`config.mk`:
```
export PLATFORM = sky130hd
export DESIGN_NAME = table_driven_fsm_engine_top
export DESIGN_NICKNAME = d
export VERILOG_FILES = /design/src/tdfe_pkg.sv /design/src/tdfe_ctrl.sv /design/src/tdfe_datapath.sv /design/src/table_driven_fsm_engine_top.sv
export SDC_FILE = /design/constraint.sdc
export NUM_CORES = 1
export LEC_CHECK = 0
export ABC_AREA = 1
export ABC_CLOCK_PERIOD_IN_PS = 2500
export BUFFER_PORTS_ARGS = -buffer_cell sky130_fd_sc_hd__buf_2
export CAP_MARGIN = 20
export CORE_MARGIN = 2
export CORE_UTILIZATION = 54
export CTS_BUF_LIST = sky130_fd_sc_hd__clkbuf_4 sky130_fd_sc_hd__clkbuf_8 sky130_fd_sc_hd__clkbuf_16
export DETAILED_ROUTE_END_ITERATION = 10
export PLACE_DENSITY_LB_ADDON = 0.08
export SETUP_SLACK_MARGIN = 0.4
export SYNTH_ARGS = -nofsm -noshare
export SYNTH_HDL_FRONTEND = slang
export SYNTH_SLANG_ARGS = --single-unit
```
`constraint.sdc`:
```
create_clock -name clk_i -period 2.5 [get_ports clk_i]
set_input_delay 0 -clock clk_i [delete_from_list [all_inputs] [get_ports clk_i]]
set_output_delay 0 -clock clk_i [all_outputs]
set_load 0.01 [all_outputs]
```
`src/tdfe_pkg.sv`:
```
// Shared types and constants for the table-driven state machine engine.
// No dependencies; imported by the controller, the datapath and the top level.
package tdfe_pkg;

  localparam int EntryCountW = 5;

  localparam logic CMD_LOAD  = 1'b0;
  localparam logic CMD_EVENT = 1'b1;

  typedef struct packed {
    logic        command;
    logic [3:0]  entry_index;
    logic [7:0]  entry_from_state;
    logic [7:0]  entry_event;
    logic [7:0]  entry_to_state;
    logic        entry_has_action;
    logic [7:0]  event_id;
    logic        action_ok;
    logic [31:0] now_ms;
  } in_item_t;

  typedef struct packed {
    logic        matched;
    logic        transitioned;
    logic [7:0]  present_state;
    logic [31:0] change_time_ms;
  } out_item_t;

  typedef struct packed {
    logic load;
    logic capture;
    logic advance;
    logic take;
  } dp_cmd_t;

  typedef struct packed {
    logic hit;
    logic last;
    logic limit_zero;
  } dp_sts_t;

  typedef enum logic [3:0] {
    ST_IDLE  = 4'b0001,
    ST_FETCH = 4'b0010,
    ST_CHECK = 4'b0100,
    ST_DONE  = 4'b1000
  } ctl_state_e;

endpackage

```
`src/tdfe_ctrl.sv`:
```
// Sequencing controller: accepts a transaction, walks the table scan, raises the strobe.
// Depends on tdfe_pkg for the command/status structs and the state encoding.
module tdfe_ctrl import tdfe_pkg::*; (
  input  logic    clk_i,
  input  logic    rst_ni,
  input  logic    start_i,
  input  logic    command_i,
  input  dp_sts_t sts_i,
  output dp_cmd_t cmd_o,
  output logic    busy_o,
  output logic    done_o
);

  ctl_state_e state_q, state_d;

  always_ff @(posedge clk_i or negedge rst_ni) begin
    if (!rst_ni) begin
      state_q <= ST_IDLE;
    end else begin
      state_q <= state_d;
    end
  end

  always_comb begin
    state_d = state_q;
    cmd_o   = '0;
    unique case (state_q)
      ST_IDLE: begin
        if (start_i) begin
          cmd_o.capture = 1'b1;
          cmd_o.load    = (command_i == CMD_LOAD);
          if (command_i == CMD_EVENT && !sts_i.limit_zero) begin
            state_d = ST_FETCH;
          end else begin
            state_d = ST_DONE;
          end
        end
      end
      ST_FETCH: begin
        state_d = ST_CHECK;
      end
      ST_CHECK: begin
        if (sts_i.hit) begin
          cmd_o.take = 1'b1;
          state_d    = ST_DONE;
        end else if (sts_i.last) begin
          state_d = ST_DONE;
        end else begin
          cmd_o.advance = 1'b1;
          state_d       = ST_FETCH;
        end
      end
      ST_DONE: begin
        state_d = ST_IDLE;
      end
      default: begin
        state_d = ST_IDLE;
      end
    endcase
  end

  assign busy_o = (state_q != ST_IDLE);
  assign done_o = (state_q == ST_DONE);

endmodule

```
`src/tdfe_datapath.sv`:
```
// Datapath: transition table memory, scan index, machine state, change time, result.
// Depends on tdfe_pkg for the payload structs and the command/status structs.
module tdfe_datapath import tdfe_pkg::*; #(
  parameter int TABLE_DEPTH = 16,
  parameter int STATE_BITS  = 8
) (
  input  logic                   clk_i,
  input  logic                   rst_ni,
  input  dp_cmd_t                cmd_i,
  input  in_item_t               item_i,
  input  logic                   cfg_we_i,
  input  logic [EntryCountW-1:0] cfg_wdata_i,
  output dp_sts_t                sts_o,
  output out_item_t              result_o
);

  localparam int IdxW = (TABLE_DEPTH > 1) ? $clog2(TABLE_DEPTH) : 1;
  localparam int LimW = IdxW + 1;
  localparam int EntW = 2 * STATE_BITS + 9;

  logic [EntW-1:0]        mem_q [TABLE_DEPTH];
  logic [EntW-1:0]        rd_q;
  logic [EntryCountW-1:0] entry_count_q;
  logic [IdxW-1:0]        idx_q;
  logic [STATE_BITS-1:0]  cur_state_q;
  logic [31:0]            time_q;
  logic                   matched_q;
  logic                   trans_q;
  logic [7:0]             ev_q;
  logic                   ok_q;
  logic [31:0]            now_q;

  logic [IdxW+3:0]        slot_ext;
  logic [IdxW-1:0]        wr_addr;
  logic                   slot_ok;
  logic [STATE_BITS+7:0]  from_ext;
  logic [STATE_BITS+7:0]  to_ext;
  logic [EntW-1:0]        wr_entry;
  logic [LimW-1:0]        limit;
  logic [LimW-1:0]        next_pos;
  logic [STATE_BITS-1:0]  rd_from;
  logic [7:0]             rd_event;
  logic [STATE_BITS-1:0]  rd_to;
  logic                   rd_action;
  logic [STATE_BITS+7:0]  cur_ext;

  assign slot_ext = {{IdxW{1'b0}}, item_i.entry_index};
  assign wr_addr  = slot_ext[IdxW-1:0];
  assign slot_ok  = (32'(item_i.entry_index) < TABLE_DEPTH);
  assign from_ext = {{STATE_BITS{1'b0}}, item_i.entry_from_state};
  assign to_ext   = {{STATE_BITS{1'b0}}, item_i.entry_to_state};
  assign wr_entry = {item_i.entry_has_action, to_ext[STATE_BITS-1:0],
                     item_i.entry_event, from_ext[STATE_BITS-1:0]};

  always_ff @(posedge clk_i) begin
    if (cmd_i.load && slot_ok) begin
      mem_q[wr_addr] <= wr_entry;
    end
    rd_q <= mem_q[idx_q];
  end

  assign {rd_action, rd_to, rd_event, rd_from} = rd_q;

  always_comb begin
    if (32'(entry_count_q) > TABLE_DEPTH) begin
      limit = LimW'(TABLE_DEPTH);
    end else begin
      limit = LimW'(entry_count_q);
    end
  end

  assign next_pos = LimW'({1'b0, idx_q}) + LimW'(1);

  assign sts_o.hit        = (rd_from == cur_state_q) && (rd_event == ev_q);
  assign sts_o.last       = (next_pos >= limit);
  assign sts_o.limit_zero = (limit == '0);

  always_ff @(posedge clk_i or negedge rst_ni) begin
    if (!rst_ni) begin
      entry_count_q <= '0;
      idx_q         <= '0;
      cur_state_q   <= '0;
      time_q        <= '0;
      matched_q     <= 1'b0;
      trans_q       <= 1'b0;
    end else begin
      if (cfg_we_i) begin
        entry_count_q <= cfg_wdata_i;
      end
      if (cmd_i.capture) begin
        idx_q     <= '0;
        matched_q <= 1'b0;
        trans_q   <= 1'b0;
      end else if (cmd_i.advance) begin
        idx_q <= idx_q + IdxW'(1);
      end
      if (cmd_i.take) begin
        matched_q <= 1'b1;
        if (rd_action && ok_q) begin
          cur_state_q <= rd_to;
          time_q      <= now_q;
          trans_q     <= 1'b1;
        end
      end
    end
  end

  always_ff @(posedge clk_i) begin
    if (cmd_i.capture) begin
      ev_q  <= item_i.event_id;
      ok_q  <= item_i.action_ok;
      now_q <= item_i.now_ms;
    end
  end

  assign cur_ext = {8'b0, cur_state_q};

  assign result_o.matched        = matched_q;
  assign result_o.transitioned   = trans_q;
  assign result_o.present_state  = cur_ext[7:0];
  assign result_o.change_time_ms = time_q;

endmodule

```
`src/table_driven_fsm_engine_top.sv`:
```
// Top level of the table-driven state machine engine: controller plus datapath.
// Depends on tdfe_pkg, tdfe_ctrl and tdfe_datapath.
//
// A transaction is taken when start is high and busy is low; each one yields
// exactly one result, shown on result_o for the single cycle that done_o is high,
// and the receiver cannot stall it. A load transaction, or an event with an entry
// count of zero, strobes its result in the cycle after acceptance. An event scans
// the table one entry at a time through the registered memory read, a fetch
// state then a check state per entry, and stops at the first match or at the end
// of the counted entries (the entry count, capped at the table depth); its result
// strobes in the done state that follows. No clearing pass follows reset; entries
// must be loaded before they are searched.
module table_driven_fsm_engine_top import tdfe_pkg::*; #(
  parameter int TABLE_DEPTH = 16,
  parameter int STATE_BITS  = 8
) (
  input  logic                   clk_i,
  input  logic                   rst_ni,
  input  logic                   start,
  input  in_item_t               item_i,
  output logic                   busy,
  output logic                   done_o,
  output out_item_t              result_o,
  input  logic                   cfg_we_i,
  input  logic [EntryCountW-1:0] cfg_wdata_i
);

  dp_cmd_t dp_cmd;
  dp_sts_t dp_sts;

  tdfe_ctrl u_ctrl (
    .clk_i    (clk_i),
    .rst_ni   (rst_ni),
    .start_i  (start),
    .command_i(item_i.command),
    .sts_i    (dp_sts),
    .cmd_o    (dp_cmd),
    .busy_o   (busy),
    .done_o   (done_o)
  );

  tdfe_datapath #(
    .TABLE_DEPTH(TABLE_DEPTH),
    .STATE_BITS (STATE_BITS)
  ) u_datapath (
    .clk_i      (clk_i),
    .rst_ni     (rst_ni),
    .cmd_i      (dp_cmd),
    .item_i     (item_i),
    .cfg_we_i   (cfg_we_i),
    .cfg_wdata_i(cfg_wdata_i),
    .sts_o      (dp_sts),
    .result_o   (result_o)
  );

  a_accept_busy: assert property (@(posedge clk_i) disable iff (!rst_ni)
    (start && !busy) |=> busy)
    else $error("accepted transaction did not raise busy");

  a_load_one_cycle: assert property (@(posedge clk_i) disable iff (!rst_ni)
    (start && !busy && item_i.command == CMD_LOAD) |=> done_o)
    else $error("load transaction did not strobe its result next cycle");

  a_strobe_single: assert property (@(posedge clk_i) disable iff (!rst_ni)
    done_o |=> (!done_o && !busy))
    else $error("result strobe not followed by idle");

  a_no_flags_on_load: assert property (@(posedge clk_i) disable iff (!rst_ni)
    (done_o && $past(start && !busy && item_i.command == CMD_LOAD))
      |-> (!result_o.matched && !result_o.transitioned))
    else $error("load transaction reported a match or transition");

endmodule
```
# Word level (Yosys, flattened, before mapping)
# Memory sizes are Yosys's and may differ from the RTL's. A register that Yosys moved wholly into a read port is not among the register bits.
# Cells that the tools add are included.
[classes]
reduce_logical = 8
n_addsub = 2
n_mux = 21
n_lt_le_gt_ge = 2
eq_ne = 8
n_bitwise = 1
[op_table]
columns = ["operator", "count"]
rows = [
  ["2-to-1 mux 4 bit", 6],
  ["== test 8 bit", 2],
  ["case mux 4 bit (3 select lines)", 1],
  ["2-to-1 mux 1 bit", 10],
  ["2-to-1 mux 2 bit", 3],
  ["adder 4 x 1 -> 5 bit (second input constant)", 1],
  [">= comparator 5 bit", 1],
  ["greater-than comparator 5 bit (second input constant)", 1],
  ["zero test 5 bit", 1],
  ["2-to-1 mux 5 bit", 1],
  ["adder 4 x 1 -> 4 bit (second input constant)", 1],
  ["== test 4 x 1 -> 1 bit (second input constant)", 1],
  ["== test 4 x 2 -> 1 bit (second input constant)", 1],
  ["== test 4 x 3 -> 1 bit (second input constant)", 1],
  ["== test 4 bit (second input constant)", 1],
  ["inequality test 4 x 1 -> 1 bit (second input constant)", 1],
  ["nonzero test 2 bit", 2],
  ["logical AND 1 bit", 3],
  ["inequality test 2 bit (second input constant)", 1],
  ["AND reduction 2 bit", 1],
  ["zero test 1 bit", 1],
  ["inverter 1 bit", 1],
]
[totals]
word_cells = 53
regBits = 96
in_bits = 80
n_memories = 1
ramBits = 400
output_inout_bits = 44
[mem_list]
columns = ["name", "depth", "word_bits", "rd", "rd_ports_with_merged_regs", "write_ports", "line", "text"]
rows = [
  ["u_datapath.mem_q", 16, 25, 1, 1, 1, "tdfe_datapath.sv:21", "logic [EntW-1:0] mem_q [TABLE_DEPTH];"],
]

# Logic depth before layout (Yosys ltp)
[depth]
ltp_word = 8
depth_mapped = 13
depth_no_buf = 12

# By module
# From an unflattened synthesis, not the netlist that was laid out.
[hier_totals]
cells_unflattened = 1697
hier_area_um2 = 20448.4
[by_module_without_submodules]
columns = ["module", "cells_each", "seq_area_each_um2", "area_per_inst_um2", "instances"]
rows = [
  ["tdfe_datapath", 1659, 15019.4, 20144.3, 1],
  ["tdfe_ctrl", 38, 101.3, 304.0, 1],
]

# Worst setup path before layout
# No wires, ideal clock.
[synth_timing]
path_kind = "register to register"
from = "reg u_ctrl.state_q[0]"
to = "mem u_datapath.mem_q[0][0] (netlist name) (enable)"
path_stages_with_launch = 7
path_slack_ps = -183
setup_time_ps = 407
required_time_ps = 2093
arrival_ps = 2276
n_path_buf = 0
period_less_slack_ps = 2683
path_cell_list = "dfstp_2 -> inv_2 -> nor3_4 -> nand2_2 -> nor2_2 -> nand3b_1 -> nor2_1"
[synth_between]
elab_chain_cells = 4
[synth_rtl]
columns = ["item", "line", "text"]
rows = [
  ["start: declaration", "tdfe_ctrl.sv:14", "ctl_state_e state_q, state_d;"],
  ["start signal: assignment", "tdfe_ctrl.sv:20", "state_q <= state_d;"],
  ["== test 4 x 1 -> 1 bit", "tdfe_ctrl.sv:27", "unique case (state_q)"],
  ["2-to-1 mux 2 bit", "tdfe_ctrl.sv:27", ""],
  ["2-to-1 mux 1 bit", "tdfe_datapath.sv:56", "if (cmd_i.load && slot_ok) begin"],
  ["2-to-1 mux 1 bit (implied by the code)", "tdfe_datapath.sv:57", "mem_q[wr_addr] <= wr_entry;"],
  ["end: declaration", "tdfe_datapath.sv:21", ""],
]
# No other way between the ends.

# Final worst setup path
[layout_timing]
from = "reg u_ctrl.state_q[0]"
to = "mem u_datapath.mem_q[2][18] (netlist name) (enable)"
# Same word-level chain as after synthesis.

==> tab_implementation.tex <==
\begin{tabular}{lr}
\hline
Metric & Value \\
\hline
\multicolumn{2}{l}{\textbf{Timing}} \\
\quad Final worst slack & 0.288 ns \\
\quad Fin crit share & 88.5\% \\
\quad Worst slack on hold paths & 0.105 ns \\
\quad Highest clock frequency the design can meet & 452 MHz \\
\quad RSZ-0062 raised after global routing & true \\
\quad Clock Skew & 0.0221 ns \\
\quad Max\_slew headroom & 33.9\% \\
\quad Final Hold Fails & 0 \\
\quad Fin Setup TNS & 0 ns \\
\quad Fin crit period & 2.21 ns \\
\quad Setup violation total in the final timing report & 0 \\
\quad Actual transition at the worst max-transition pin & 0.992 ns \\
\quad Number of pins with negative max-slew slack in the final report & 0 \\
\multicolumn{2}{l}{\textbf{Pwr}} \\
\quad Net switching power of the design & 6.42 mW \\
\quad Reported leakage power & 9.67 nW \\
\quad Post-route total power & 22.5 mW \\
\quad Power density normalized to cell area & 884 nW/µm² \\
\quad Sequential share of power & 45.9\% \\
\quad Clk pwr share & 35.0\% \\
\quad Internal power consumption & 16.0 mW \\
\quad VDD IR max & 568 µV \\
\quad Fraction of power consumed by combinational cells & 19.2\% \\
\quad Net switching fraction of the power & 28.6\% \\
\multicolumn{2}{l}{\textbf{Final layout}} \\
\quad Layout cell share with drive strength beyond 1 & 18.6\% \\
\quad Signed area change from the synthesized netlist to the final layout & 25.2\% \\
\quad Final nets & 1994 \\
\quad Number of inserted diodes & 0 \\
\quad Footprint of the flip-flops and latches & 15100 µm² \\
\quad Layout fillers & 2539 \\
\quad Multi-input logic area & 4710 µm² \\
\quad Final cell area excluding filler cells & 25400 µm² \\
\multicolumn{2}{l}{\textbf{Drt}} \\
\quad Number of nets with antenna violations after routing & 0 \\
\quad Drt drc & 0 \\
\quad Final routed wirelength across all metal layers & 56600 µm \\
\quad Iteration-0 DRC Markers & 1297 \\
\quad Vias & 14000 \\
\quad Post-DR vias/cell & 5.78 \\
\quad First-pass DRT Iterations & 6 \\
\quad Routed wirelength normalized by instance count & 23.4 µm \\
\multicolumn{2}{l}{\textbf{Place}} \\
\quad Half-perimeter wire length after placement & 28800 µm \\
\quad Count of input and output buffers & 123 \\
\quad Setup WS pre-CTS & 0.229 ns \\
\quad Global placement routability congestion & 0.823 \\
\quad Standard cell area after detailed placement & 21800 µm² \\
\multicolumn{2}{l}{\textbf{CTS}} \\
\quad TritonCTS clock tree & done \\
\quad Total CTS buffers & 52 \\
\quad Clock-pin slew reported for the worst setup and hold paths after clock tree synthesis & 0.07 ns \\
\quad CTS H-tree lvls & 2 \\
\quad Clk sinks & 521 \\
\quad Root buf cell & sky130\_fd\_sc\_hd\_\_clkbuf\_16 \\
\quad Clock Latency Late Sink & 0.60 ns \\
\quad Clk buf depth & 3 \\
\multicolumn{2}{l}{\textbf{GRT}} \\
\quad Global Route met1 Usage & 37.8\% \\
\quad Antenna violations before repair & 1 \\
\quad GRT Util Overall & 27.0\% \\
\quad Largest net degree at the start of global routing & 98 \\
\quad Wire length of the first global-routing pass & 78400 µm \\
\quad Via count of the first global-routing pass & 13100 \\
\quad Global route hottest layer & met2 \\
\quad Aggregate global routing overflow & 0 \\
\quad Met2 track demand over resource in global routing & 43.8\% \\
\quad Met3 GRT Util & 4.02\% \\
\multicolumn{2}{l}{\textbf{Flow run}} \\
\quad Maximum capacitance violations & 0 \\
\multicolumn{2}{l}{\textbf{Worst setup path}} \\
\quad Most frequent cell on the critical path & sky130\_fd\_sc\_hd\_\_nor2\_4 \\
\quad Crit path DAT & 2.51 ns \\
\quad Worst endpoint required time & 2.80 ns \\
\quad Library cell contributing the largest single delay on the critical path & sky130\_fd\_sc\_hd\_\_dfstp\_2 \\
\quad Critical path startpoint & u\_ctrl.state\_q[0] \\
\quad Startpoint of the worst-slack reg-to-reg timing path & u\_ctrl.state\_q[0] \\
\quad Top cell family by delay on the critical path & simple AND/OR/NAND/NOR gates \\
\quad Sequence of cells on the critical path & inv\_2 > nor3\_4 > nand2\_2 > nor2\_4 > buf\_6 > nand2\_8 > buf\_12 > nor2\_4 > clkbuf\_16 \\
\quad Biggest fanout along the worst timing path & 6 \\
\quad Max incr delay on CP & 0.53 ns \\
\quad Worst setup SP type & flip-flop \\
\quad Sum of buffers and inverters on the critical path & 4 \\
\quad Critical path start-end classification & reg -> reg \\
\quad Critical path capture point type & flip-flop \\
\multicolumn{2}{l}{\textbf{Floorplan}} \\
\quad Top-level I/O count & 124 \\
\quad Initial Utilization & 55.1\% \\
\quad Die ar. & 39100 µm² \\
\quad Floorplan core area & 36800 µm² \\
\quad Die width & 198 µm \\
\quad DIE HEIGHT & 198 µm \\
\quad Row Count & 70 \\
\multicolumn{2}{l}{\textbf{Yosys}} \\
\quad Average size of a mapped cell & 12.4 µm² \\
\quad Mapped cell area & 20300 µm² \\
\quad Number of distinct standard cells referenced by the synthesized netlist & 35 \\
\quad Synthesized netlist net count & 1727 \\
\quad Part of the Yosys area used for sequential elements & 74.6\% \\
\quad Count of state elements after synthesis & 521 \\
\quad Synth async-reset ratio & 10.6\% \\
\quad Number of flops mapped to enable cells by yosys & 441 \\
\quad Post-Syn Instances & 1641 \\
\quad Total number of yosys warnings & 0 \\
\quad Main flop type after synthesis & sky130\_fd\_sc\_hd\_\_edfxtp\_1 \\
\multicolumn{2}{l}{\textbf{Worst hold path}} \\
\quad Class of the tightest hold or removal check & in -> reg \\
\quad Start point of the worst hold path & item\_i[67] \\
\multicolumn{2}{l}{\textbf{Run status}} \\
\quad Result of the run & finished, final reports clean \\
\hline
\end{tabular}
==> repair_timing <==
| item | 4_1_cts | 5_1_grt |
|---|---|---|
| gates resized for setup | 14 | 52 |
| setup buffers | 9 | 12 |
| pin swaps | 3 | 17 |
| setup endpoints to repair | 447 | 448 |
| gates cloned | 5 | 23 |
| hold buffers | 84 | 0 |
| hold endpoints to repair | 485 | 0 |
==> placed cells by master (no fill, tap or decap), types with 7 or more instances in the layout <==
| master | instances |
|---|---|
| sky130_fd_sc_hd__a21oi_1 | 39 |
| sky130_fd_sc_hd__buf_12 | 28 |
| sky130_fd_sc_hd__buf_2 | 123 |
| sky130_fd_sc_hd__buf_4 | 29 |
| sky130_fd_sc_hd__buf_6 | 14 |
| sky130_fd_sc_hd__buf_8 | 8 |
| sky130_fd_sc_hd__clkbuf_16 | 67 |
| sky130_fd_sc_hd__clkbuf_4 | 22 |
| sky130_fd_sc_hd__clkinv_1 | 8 |
| sky130_fd_sc_hd__clkinv_2 | 7 |
| sky130_fd_sc_hd__dfrtp_1 | 52 |
| sky130_fd_sc_hd__dfxtp_1 | 25 |
| sky130_fd_sc_hd__dlygate4sd3_1 | 84 |
| sky130_fd_sc_hd__edfxtp_1 | 441 |
| sky130_fd_sc_hd__inv_1 | 58 |
| sky130_fd_sc_hd__nand2_1 | 358 |
| sky130_fd_sc_hd__nand3_1 | 70 |
| sky130_fd_sc_hd__nand3_4 | 7 |
| sky130_fd_sc_hd__nand4_1 | 51 |
| sky130_fd_sc_hd__nor2_1 | 178 |
| sky130_fd_sc_hd__nor2_4 | 18 |
| sky130_fd_sc_hd__o2111ai_1 | 14 |
| sky130_fd_sc_hd__o211ai_1 | 7 |
| sky130_fd_sc_hd__o21ai_0 | 124 |
| sky130_fd_sc_hd__o21ai_1 | 22 |
| sky130_fd_sc_hd__o221ai_1 | 7 |
| sky130_fd_sc_hd__o22ai_1 | 30 |
==> power by group through the flow <==
stage | combinational [mW] | sequential, mW | clock, mW
global placement | 3.63 | 10.4 | 0
detailed placement | 3.69 | 10.4 | 0
CTS | 3.90 | 10.3 | 7.91
floorplan | 2.43 | 10.3 | 0
finish | 4.30 | 10.3 | 7.86
global route | 4.69 | 10.3 | 8.27
==> final cells by class <==
class                   instances  area share, %
repair buffers                305           11.8
clock inverters                18          0.734
flip-flops and latches        521           59.6
clock buffers                  78           6.03
multi-input cells             964           18.5
inverters                      64           1.01
well taps                     468           2.31
==> flip-flops by register name, indices dropped and copies added (netlist names) <==
signal                    cells
u_ctrl.state_q                4
u_datapath.cur_state_q        8
u_datapath.entry_count_q      5
u_datapath.ev_q               8
u_datapath.idx_q              4
u_datapath.matched_q          1
u_datapath.mem_q            400
u_datapath.now_q             32
u_datapath.ok_q               1
u_datapath.rd_q              25
u_datapath.time_q            32
u_datapath.trans_q            1
==> tightest hold or removal path, delay by kind of cell <==
kind | cells | cell delay (ns)
buf+inv | 2 | 0.29
simple gates | 2 | 0.24
==> final timing paths <==
kind,end,depth (start not counted),slack [ns]
min in group asynchronous,u_datapath.entry_count_q[3],2,0.12
worst max-delay path,u_datapath.mem_q[2][18],9,0.29
worst min-delay path,u_datapath.mem_q[11][9],4,0.10
max in group asynchronous,u_datapath.time_q[31],3,1.56
worst max register to register,u_datapath.mem_q[2][18],9,0.29
worst min register to register,u_datapath.cur_state_q[6],2,0.45
==> routing by layer <==
metal,part of all wire [%],vias up
li1,-,6378
met1,40,6823
met2,48,674
met3,8.5,111
met4,2.8,0
met5,0,-
==> cell families (layout without fill, tap and decap cells) <==
kind of cell             count (synthesis)  count (layout)  share of synthesized area (%)
AO/OA/AOI/OAI                          250             250                           6.89
XOR/XNOR                                 2               2                         0.0864
adder cells (fa/ha/maj)                  6               6                          0.370
buffers and inverters                  159             465                           3.62
flip-flops                             521             521                           74.6
AND/OR/NAND/NOR                        703             706                           14.5
==> cell usage after synthesis (30+ instances only) <==
| library cell | count | share of area (%) |
|---|---|---|
| sky130_fd_sc_hd__o22ai_1 | 30 | 0.93 |
| sky130_fd_sc_hd__edfxtp_1 | 441 | 65 |
| sky130_fd_sc_hd__buf_2 | 47 | 1.2 |
| sky130_fd_sc_hd__dfrtp_1 | 54 | 6.7 |
| sky130_fd_sc_hd__nand4_1 | 51 | 1.6 |
| sky130_fd_sc_hd__clkbuf_1 | 32 | 0.59 |
| sky130_fd_sc_hd__o21ai_0 | 126 | 3.1 |
| sky130_fd_sc_hd__inv_1 | 59 | 1.1 |
| sky130_fd_sc_hd__a21oi_1 | 41 | 1.0 |
| sky130_fd_sc_hd__nand3_1 | 76 | 1.9 |
| sky130_fd_sc_hd__nor2_1 | 197 | 3.6 |
| sky130_fd_sc_hd__nand2_1 | 361 | 6.7 |
==> through the flow <==
stage | utilization (%) | std cells
floorplan | - | 1641
global placement | 59.3 | 2189
detailed placement | 59.3 | 2189
CTS | 66.9 | 2383
global route | 69.0 | 2418
finish | 69.0 | 2418
No activity file was read; power rests on OpenSTA's default activity.
